File: config.mk
export PLATFORM = sky130hd
export DESIGN_NAME = http_chunked_decoder_core
export DESIGN_NICKNAME = d
export VERILOG_FILES = /design/src/rtl/hcd_pkg.sv /design/src/rtl/http_chunked_decoder_core.sv
export SDC_FILE = /design/constraint.sdc
export NUM_CORES = 1
export LEC_CHECK = 0
export BUFFER_PORTS_ARGS = -buffer_cell sky130_fd_sc_hd__buf_4
export CORE_MARGIN = 2
export CORE_UTILIZATION = 30
export CTS_BUF_LIST = sky130_fd_sc_hd__clkbuf_4 sky130_fd_sc_hd__clkbuf_8
export DETAILED_ROUTE_END_ITERATION = 10
export PLACE_DENSITY_LB_ADDON = 0.15
export SYNTH_ARGS = -nofsm -noshare
export SYNTH_HDL_FRONTEND = slang
export SYNTH_SLANG_ARGS = --single-unit
File: constraint.sdc
create_clock -name clk_i -period 7.69 [get_ports clk_i]
set_input_delay 0.769 -clock clk_i [delete_from_list [all_inputs] [get_ports clk_i]]
set_output_delay 0.769 -clock clk_i [all_outputs]
set_load 0.005 [all_outputs]
File: src/rtl/hcd_pkg.sv
// shared types and constants for the chunked body decoder
// no dependencies; used by http_chunked_decoder_core and its checker
package hcd_pkg;

  // width of the chunk size register
  localparam int SIZE_BITS = 32;
  // wide enough for size + 5 and for the 32 bit saturated count
  localparam int NEED_BITS = ((SIZE_BITS > 32) ? SIZE_BITS : 32) + 1;

  // sizes above this limit leave no room for the closing framing bytes
  localparam logic [SIZE_BITS-1:0] SIZE_LIMIT = {SIZE_BITS{1'b1}} - SIZE_BITS'(5);

  localparam logic [7:0] CH_CR  = 8'h0d;
  localparam logic [7:0] CH_LF  = 8'h0a;
  localparam logic [7:0] CH_SP  = 8'h20;
  localparam logic [7:0] CH_TAB = 8'h09;
  localparam logic [7:0] CH_SEMI = 8'h3b;
  localparam logic [7:0] CASE_BIT = 8'h20;

  typedef enum logic [3:0] {
    ST_START    = 4'd0,
    ST_SIZE     = 4'd1,
    ST_EXT      = 4'd2,
    ST_EXT_CR   = 4'd3,
    ST_DATA     = 4'd4,
    ST_AFTER    = 4'd5,
    ST_AFTER_CR = 4'd6,
    ST_LEXT     = 4'd7,
    ST_LEXT_CR  = 4'd8,
    ST_TRL      = 4'd9,
    ST_TRL_CR   = 4'd10,
    ST_THDR     = 4'd11,
    ST_THDR_CR  = 4'd12,
    ST_ERR      = 4'd13
  } parse_state_e;

  typedef enum logic [1:0] {
    K_FRAME = 2'd0,
    K_DATA  = 2'd1,
    K_DONE  = 2'd2,
    K_ERR   = 2'd3
  } beat_kind_e;

endpackage

File: src/rtl/http_chunked_decoder_core.sv
// chunked transfer body decoder: classifies each body byte, counts payload
// depends on hcd_pkg
// pipeline: an accepted beat enters the input register, then the result register, where it is taken
// throughput: one byte per cycle unless the receiver stalls; parser state and chunk size update as each byte moves on
// reset: asynchronous, clears both stages' valids, parser to chunk start, size to 0
// error state is sticky until reset
module http_chunked_decoder_core (
  input  logic        clk_i,
  input  logic        rst_ni,
  input  logic        in_valid_i,
  output logic        in_stall_o,
  input  logic [7:0]  in_byte_i,
  output logic        out_valid_o,
  input  logic        out_stall_i,
  output logic [1:0]  out_kind_o,
  output logic [7:0]  out_byte_o,
  output logic        chunk_last_o,
  output logic [31:0] needed_bytes_o
);

  localparam int SB = hcd_pkg::SIZE_BITS;
  localparam int NB = hcd_pkg::NEED_BITS;

  // input register
  logic       in_vld_q;
  logic [7:0] in_byte_q;

  // result register
  logic        out_vld_q;
  hcd_pkg::beat_kind_e kind_q, kind_d;
  logic [7:0]  byte_q, byte_d;
  logic        last_q, last_d;
  logic [31:0] need_q, need_d;

  // parser state
  hcd_pkg::parse_state_e st_q, st_d;
  logic [SB-1:0] rem_q, rem_d;

  logic adv_res;   // input register moves into the result register
  logic adv_in;    // a new beat enters the input register

  // the result register frees up when empty or when its beat is taken
  assign adv_res    = in_vld_q && (!out_vld_q || !out_stall_i);
  assign in_stall_o = in_vld_q && !adv_res;
  assign adv_in     = in_valid_i && !in_stall_o;

  always_ff @(posedge clk_i or negedge rst_ni) begin
    if (!rst_ni) begin
      in_vld_q <= 1'b0;
    end else if (adv_in || adv_res) begin
      in_vld_q <= adv_in;
    end
  end

  always_ff @(posedge clk_i) begin
    if (adv_in) begin
      in_byte_q <= in_byte_i;
    end
  end

  // hex digit decode, either case
  logic       hex_ok;
  logic [3:0] hex_v;
  logic [7:0] low_ch;

  always_comb begin
    low_ch = in_byte_q | hcd_pkg::CASE_BIT;
    hex_ok = 1'b1;
    hex_v  = 4'd0;
    if (in_byte_q inside {["0":"9"]}) begin
      hex_v = in_byte_q[3:0];
    end else if (low_ch inside {["a":"f"]}) begin
      hex_v = 4'(low_ch - 8'h57);
    end else begin
      hex_ok = 1'b0;
    end
  end

  logic is_cr, is_lf, is_ext;
  assign is_cr  = (in_byte_q == hcd_pkg::CH_CR);
  assign is_lf  = (in_byte_q == hcd_pkg::CH_LF);
  assign is_ext = (in_byte_q == hcd_pkg::CH_SEMI) || (in_byte_q == hcd_pkg::CH_SP) ||
                  (in_byte_q == hcd_pkg::CH_TAB);

  logic err, done, rem_nz;
  hcd_pkg::beat_kind_e kind;
  logic [7:0]  pay;
  logic        last;
  logic [NB-1:0] need_w;
  hcd_pkg::parse_state_e st_n;

  assign rem_nz = (rem_q != '0);

  // next state and result of one byte
  always_comb begin
    st_n  = st_q;
    rem_d = rem_q;
    err   = 1'b0;
    done  = 1'b0;
    kind  = hcd_pkg::K_FRAME;
    pay   = 8'd0;
    last  = 1'b0;
    case (st_q)
      hcd_pkg::ST_START: begin
        if (hex_ok) begin
          rem_d = SB'(hex_v);
          st_n  = hcd_pkg::ST_SIZE;
        end else begin
          err = 1'b1;
        end
      end
      hcd_pkg::ST_SIZE: begin
        // with the top digit in use any byte is an error: one more digit would overflow the size register
        if (rem_q[SB-1 -: 4] != 4'd0) begin
          err = 1'b1;
        end else if (hex_ok) begin
          rem_d = {rem_q[SB-5:0], hex_v};
        end else if (is_cr) begin
          st_n = rem_nz ? hcd_pkg::ST_EXT_CR : hcd_pkg::ST_LEXT_CR;
        end else if (is_lf) begin
          st_n = rem_nz ? hcd_pkg::ST_DATA : hcd_pkg::ST_TRL;
        end else if (is_ext) begin
          st_n = rem_nz ? hcd_pkg::ST_EXT : hcd_pkg::ST_LEXT;
        end else begin
          err = 1'b1;
        end
      end
      hcd_pkg::ST_EXT: begin
        if (is_cr) st_n = hcd_pkg::ST_EXT_CR;
        else if (is_lf) st_n = hcd_pkg::ST_DATA;
      end
      hcd_pkg::ST_EXT_CR: begin
        if (is_lf) st_n = hcd_pkg::ST_DATA;
        else err = 1'b1;
      end
      hcd_pkg::ST_DATA: begin
        kind = hcd_pkg::K_DATA;
        pay  = in_byte_q;
        if (rem_nz) rem_d = rem_q - SB'(1);
        if (rem_d == '0) begin
          last = 1'b1;
          st_n = hcd_pkg::ST_AFTER;
        end
      end
      hcd_pkg::ST_AFTER: begin
        if (is_cr) st_n = hcd_pkg::ST_AFTER_CR;
        else if (is_lf) st_n = hcd_pkg::ST_START;
      end
      hcd_pkg::ST_AFTER_CR: begin
        if (is_lf) st_n = hcd_pkg::ST_START;
        else err = 1'b1;
      end
      hcd_pkg::ST_LEXT: begin
        if (is_cr) st_n = hcd_pkg::ST_LEXT_CR;
        else if (is_lf) st_n = hcd_pkg::ST_TRL;
      end
      hcd_pkg::ST_LEXT_CR: begin
        if (is_lf) st_n = hcd_pkg::ST_TRL;
        else err = 1'b1;
      end
      hcd_pkg::ST_TRL: begin
        if (is_cr) st_n = hcd_pkg::ST_TRL_CR;
        else if (is_lf) done = 1'b1;
        else st_n = hcd_pkg::ST_THDR;
      end
      hcd_pkg::ST_TRL_CR: begin
        if (is_lf) done = 1'b1;
        else err = 1'b1;
      end
      hcd_pkg::ST_THDR: begin
        if (is_cr) st_n = hcd_pkg::ST_THDR_CR;
        else if (is_lf) st_n = hcd_pkg::ST_TRL;
      end
      hcd_pkg::ST_THDR_CR: begin
        if (is_lf) st_n = hcd_pkg::ST_TRL;
        else err = 1'b1;
      end
      default: begin
        // sticky error, and the unused codes
        err = 1'b1;
      end
    endcase

    // no room left for the closing framing
    if (!err && !done && (rem_d > hcd_pkg::SIZE_LIMIT)) begin
      err = 1'b1;
    end

    // lower bound on bytes still to come, from the state after this byte
    case (st_n)
      hcd_pkg::ST_START:    need_w = NB'(3);
      hcd_pkg::ST_SIZE:     need_w = (rem_d != '0) ? (NB'(rem_d) + NB'(5)) : NB'(2);
      hcd_pkg::ST_EXT,
      hcd_pkg::ST_EXT_CR:   need_w = NB'(rem_d) + NB'(5);
      hcd_pkg::ST_DATA:     need_w = NB'(rem_d) + NB'(4);
      hcd_pkg::ST_AFTER,
      hcd_pkg::ST_AFTER_CR: need_w = NB'(4);
      hcd_pkg::ST_LEXT,
      hcd_pkg::ST_LEXT_CR:  need_w = NB'(2);
      hcd_pkg::ST_TRL,
      hcd_pkg::ST_TRL_CR:   need_w = NB'(1);
      hcd_pkg::ST_THDR,
      hcd_pkg::ST_THDR_CR:  need_w = NB'(2);
      default:              need_w = '0;
    endcase

    st_d   = st_n;
    kind_d = kind;
    byte_d = pay;
    last_d = last;
    need_d = (need_w[NB-1:32] != '0) ? 32'hffff_ffff : need_w[31:0];
    if (err) begin
      st_d   = hcd_pkg::ST_ERR;
      kind_d = hcd_pkg::K_ERR;
      byte_d = 8'd0;
      last_d = 1'b0;
      need_d = 32'd0;
    end else if (done) begin
      // ready for the next message
      st_d   = hcd_pkg::ST_START;
      rem_d  = '0;
      kind_d = hcd_pkg::K_DONE;
      byte_d = 8'd0;
      last_d = 1'b0;
      need_d = 32'd0;
    end
  end

  // parser state and result valid
  always_ff @(posedge clk_i or negedge rst_ni) begin
    if (!rst_ni) begin
      st_q      <= hcd_pkg::ST_START;
      rem_q     <= '0;
      out_vld_q <= 1'b0;
    end else begin
      if (adv_res) begin
        st_q  <= st_d;
        rem_q <= rem_d;
      end
      if (adv_res || !out_stall_i) begin
        out_vld_q <= adv_res;
      end
    end
  end

  // result payload
  always_ff @(posedge clk_i) begin
    if (adv_res) begin
      kind_q <= kind_d;
      byte_q <= byte_d;
      last_q <= last_d;
      need_q <= need_d;
    end
  end

  assign out_valid_o    = out_vld_q;
  assign out_kind_o     = kind_q;
  assign out_byte_o     = byte_q;
  assign chunk_last_o   = last_q;
  assign needed_bytes_o = need_q;

endmodule

## Word level (Yosys, flattened, before mapping)

Index checks and enable logic that the tools add are counted.

- Output and inout bits: 45
- Bits in registers: 89
- Bits in read-only memories: 0
- Bits in writable memories: 0
- Word-level logic and storage cells: 134
- Input port bits: 12
- Bits in latches: 0
- Memories kept: 0

- Equal/unequal tests: 29
- Reductions and logical operators: 33
- Shift operators: 0
- Order comparisons: 5
- Multipliers: 0
- Divide/modulo/power cells: 0
- Bitwise operators: 1
- Multiplexer cells: 52
- $add $sub $neg: 4

Operators with widths:

| operator | count |
|---|---|
| 32-bit two-way mux | 8 |
| 33-bit one-hot mux with 7 select lines | 1 |
| 32-bit one-hot mux with 3 select lines | 1 |
| 4-bit two-way mux | 22 |
| 32-bit by 3-bit adder with 33-bit output, second input constant | 2 |
| 32-bit nonzero test | 2 |
| 4-bit one-hot mux with 11 select lines | 1 |
| 4-bit == test, second input constant | 10 |
| 33-bit two-way mux | 1 |
| 4-bit by 3-bit == test with 1-bit output, second input constant | 8 |
| 32-bit greater-than comparator, second input constant | 1 |
| 32-bit zero test | 1 |
| 32-bit by 1-bit subtractor with 32-bit output, second input constant | 1 |
| 8-bit by 4-bit == test with 1-bit output, second input constant | 3 |
| 4-bit by 2-bit == test with 1-bit output, second input constant | 4 |
| 8-bit by 6-bit == test with 1-bit output, second input constant | 2 |
| 1-bit two-way mux | 15 |
| 2-bit OR reduction | 5 |
| 4-bit by 1-bit == test with 1-bit output, second input constant | 2 |
| 8-bit by 6-bit greater-or-equal comparator with 1-bit output, second input constant | 1 |
| 8-bit by 7-bit greater-or-equal comparator with 1-bit output, second input constant | 1 |
| 8-bit by 6-bit <= comparator with 1-bit output, second input constant | 1 |
| 8-bit by 7-bit <= comparator with 1-bit output, second input constant | 1 |
| 4-bit zero test | 2 |
| 13 further kinds | 28 |

## Logic depth before layout (Yosys ltp)

- Word-level depth: 14
- Gate-level depth with buffers: 21
- Gate-level depth less buffers: 17

## Least setup slack after synthesis

No wires, ideal clock.

- Path kind: register to register
- Start point: register rem_q[0]
- End point: register need_q[13] (netlist: needed_bytes_o[13]) (data pin)
- Stages on the path, launching flop included: 21
- Path buffers: 3
- Arrival: 5.086 ns
- Setup time: 0.270 ns
- Required time: 7.420 ns
- Setup slack: 2.333 ns
- Period minus slack after synthesis: 5.357 ns
- Cell sequence: dfrtp_1 > clkbuf_1 > inv_1 > ha_1 > or4b_1 > nor4_4 > nand3_1 > xnor2_1 > a2111oi_0 > ha_1 > nand2_1 > a2111oi_0 > nand4b_1 > nor4_1 > nand4_1 > clkbuf_1 > and2_1 > buf_2 > a221o_1 > o21ai_0 > a21oi_1

- Longest elaborated chain between the ends: 12
- Elaborated cells on any way between the ends: 46
- Classes of those cells: 3 x add/sub; 1 x order compare; 12 x eq/ne; 20 x mux; 10 x reduce/logical

RTL lines:

| element | RTL line | source |
|---|---|---|
| from (decl) | http_chunked_decoder_core.sv:37 | `logic [SB-1:0] rem_q, rem_d;` |
| from (signal assigned) | http_chunked_decoder_core.sv:238 | `rem_q <= rem_d;` |
| parallel branches: the longest is 12 deep, another holds 32-bit by 3-bit adder with 33-bit output | - |  |
| to (signal assigned) | http_chunked_decoder_core.sv:252 | `need_q <= need_d;` |
| to (decl) | http_chunked_decoder_core.sv:33 | `logic [31:0] need_q, need_d;` |

Several ways; the timed one is not identified. The select of a mux whose other input is x is not followed.
A chain may end at the register's enable or synchronous reset.

## Worst setup path in the final report

- Start point: register in_byte_q[0]
- End point: register need_q[3] (netlist: needed_bytes_o[3]) (data pin)

- Longest elaborated chain between the ends: 14
- Elaborated cells on any way between the ends: 79
- Classes of those cells: 3 x add/sub; 5 x order compare; 17 x eq/ne; 39 x mux; 15 x reduce/logical

RTL lines:

| element | RTL line | source |
|---|---|---|
| from (decl) | http_chunked_decoder_core.sv:26 | `logic [7:0] in_byte_q;` |
| from (signal assigned) | http_chunked_decoder_core.sv:57 | `in_byte_q <= in_byte_i;` |
| parallel branches: the longest is 14 deep, another holds 32-bit by 3-bit adder with 33-bit output | - |  |

Several ways; the timed one is not identified.

==> results.yml <==
run_status:
  status: "finished clean"
timing:
  setup_viol: 0
  rsz0062_at_grt: "no"
  finalCritPeriodShare_pct: 81.2
  hold_violations: 0
  worstMarginPinSlew_ps: 1240
  finalCriticalPeriod_ps: 6250
  fmax_mhz: 160
  fin_skew_ps: 15.1
  slew_headroom_pct: 16.8
  final_max_slew_viol_count: 0
  setup_tns_ps: 0
finish:
  final_area_sq_mm: 0.00858
  layout.nets: 981
  area_growth_syn_to_layout_pct: 12.6
  drive_gt1_share_pct: 14.9
  fin_util_pct: 34.3
  diodes: 0
setup_path:
  start_kind: "register"
  rr_startpoint: "in_byte_q[0]"
  end_kind: "register"
  reg2reg_depth: 20
  reg2reg_slack_ps: 1440
  r2r-end: "needed_bytes_o[3]"
  critical_path_class: "register to register"
  crit_fanout: 29
  critical_path_required_ps: 7820
  worstPathArrival_ps: 6380
yosys:
  postSynthAreaPerCell_sq_um: 8.18
  synth_area_leaders: "edfxtp_1 (20%), dfrtp_1 (12%), nand2_1 (4.6%)"
  synth_compound_area_share_pct: 28.2
  synth_cell_types: 97
  synth_largest_area_cell: "edfxtp_1"
  synthXorXnorAreaFrac_pct: 1.61
  synth_seq_cells: 89
  synth_fa_ha_area_share_pct: 1.97
  dominantRegCellSynth: "edfxtp_1"
  ys_async_sr_fraction_pct: 42.7
  post_synth_and_or_nand_nor_area_fraction_pct: 29.5
  synth_cells: 932
  synthMuxAreaShare_pct: 0.837
  synth_top_area_share_pct: 20.1
  synth.net_count: 956
  synth_most_common_cell: "nand2_1"
  ys_seq_area_share_pct: 32.6
  synthTopCellsByCount: "nand2_1 (93), a21oi_1 (63), o21ai_0 (62), nor2_1 (57), edfxtp_1 (51)"
  synth_area_sq_mm: 0.00762
  synth_top_family_by_area: "simple AND/OR/NAND/NOR gates"
  ys_warn_count: 0
  synth_edf_count: 51
clocking:
  h-tree-depth: 3
  cts_tree: "done"
  cts_resized: 0
  clkLatencyLatePin_ps: 410
  post_cts_buffers: 0
  cts_buffers: 9
  clock_sinks: 89
  cts.clk_slew.worst_paths_ps: 110
  cts-root-buf: "clkbuf_8"
  cts_hold_buf: 0
  clockBufferDepth: 2
place:
  placed_area_sq_mm: 0.00838
  numPortBuffers: 56
  hpwlAfterDp_microns: 21600
  gp_congestion: 0.945
power_and_ir_drop:
  p_clk_share_pct: 17.1
  p_comb_share_pct: 54.0
  power_frac_seq_pct: 29.0
  p_int_mw: 1.10
  p_sw_share_pct: 49.9
  powerDensity_mw_per_mm2: 257
  ir_drop_v: 0.000107
  cellLeakagePower_nw: 3.13
  switchingPower_mw: 1.10
min_path:
  hold_path_class: "primary input to asynchronous set/reset pin"
detailed_routing:
  post_drt_via_cell_ratio: 6.25
  dr.pass1.iters: 5
  wirelength_microns: 29900
  post_drt_wl_per_cell_microns: 23.1
  drt_iter0_markers: 1000
  drc: 0
  via_count: 8069
  ant_nets: 0
die:
  dieArea_sq_mm: 0.0267
  rows: 58
  initial_core_util_pct: 30.4
  fp.dieH_microns: 163
  core_area_sq_mm: 0.0250
  die_x_microns: 163
  io_pins: 57
global_routing:
  grt_pass1_wl_microns: 46100
  antenna_found_initial: 0
  grt_pass1_vias: 7652
  grt_usage_pct: 22.5
  grt_max_degree: 56
  overflow: 0
flow_run:
  drv_cap: 0
==> worst max-delay path: stages (launching register included) <==
cell	delay [ps]
edfxtp_1	540
inv_1	200
ha_1	240
o21bai_1	120
a2111oi_2	930
o211ai_1	190
buf_4	230
a311oi_1	660
ha_1	250
nand2_1	60
a2111oi_0	440
nand4b_1	220
nor4_1	330
nand4_1	130
buf_4	250
nand2_1	210
buf_4	220
o22ai_1	140
nand2_1	120
buf_4	320
a21oi_1	130
==> through the flow <==
step | cells | total power [mW] | hold WS (ps) | worst slack (ps)
after floorplan | 932 | 1.43 | 457 | 2330
after global placement | 1276 | 1.82 | 470 | 1870
after detailed placement | 1276 | 1.80 | 485 | 1680
after CTS | 1292 | 2.18 | 365 | 1640
after global routing | 1292 | 2.33 | 377 | 1100
final | 1292 | 2.20 | 348 | 1440
==> worst max path at each step <==
stage            startpoint                 end  slack (ps)  depth (start not counted)
6_report       in_byte_q[0]   needed_bytes_o[3]        1440                         20
5_1_grt        in_byte_q[0]  needed_bytes_o[11]        1100                         20
3_5_place_dp   in_byte_q[0]   needed_bytes_o[3]        1680                         20
2_1_floorplan      rem_q[0]  needed_bytes_o[13]        2330                         20
4_1_cts        in_byte_q[0]  needed_bytes_o[11]        1640                         20
3_3_place_gp   in_byte_q[0]   needed_bytes_o[1]        1870                         20
==> metal layers <==
| metal | up-vias | routed length, microns | track usage, % |
|---|---|---|---|
| li1 | 3709 | - | - |
| met4 | 0 | 967 | 8.37 |
| met5 | - | 0 | 0 |
| met2 | 371 | 13700 | 36.0 |
| met1 | 3925 | 13200 | 30.8 |
| met3 | 64 | 1970 | 3.20 |
==> registers in the layout, summed over array words and instances, names as in the netlist <==
signal and count:
rem_q 32, st_q 4, in_vld_q 1, needed_bytes_o 32, out_kind_o 2, out_valid_o 1
in_byte_q 8, out_byte_o 8, chunk_last_o 1
==> cell usage in the layout, fill, tap and decap left out, types with 21 or more instances in the layout <==
master and count:
a21oi_1 62, buf_4 84, dfrtp_1 38, edfxtp_1 51, inv_1 24, nand2_1 93, nand3_1 40, nand4_1 21
nor2_1 57, nor3_1 43, nor4_1 30, o21ai_0 62
==> logic make-up (layout without fill, tap and decap cells) <==
| group | count (synthesis) | count (layout) |
|---|---|---|
| AOI/OAI and AO/OA | 311 | 311 |
| xor gates and xnor gates | 14 | 14 |
| adders and majority gates | 12 | 12 |
| buffers and inverters | 97 | 127 |
| DFF | 89 | 89 |
| muxes | 6 | 6 |
| and+or+nand+nor | 403 | 403 |
==> power groups by stage <==
stage	registers (mW)	logic [mW]	clock network (mW)
6_report	0.639	1.19	0.376
2_1_floorplan	0.588	0.841	0
5_1_grt	0.646	1.28	0.402
3_5_place_dp	0.645	1.15	0
3_3_place_gp	0.646	1.17	0
4_1_cts	0.635	1.16	0.388
==> layout make-up <==
type / instances / area (sq um)
Inverter: 27 / 101
Tap cell: 330 / 413
Sequential cell: 89 / 2480
Clock inverter: 5 / 56.3
Fill cell: 2645 / 16500
Timing Repair Buffer: 84 / 631
Clock buffer: 11 / 145
Multi-Input combinational cell: 746 / 4760
No activity file was read; power rests on OpenSTA's default activity.
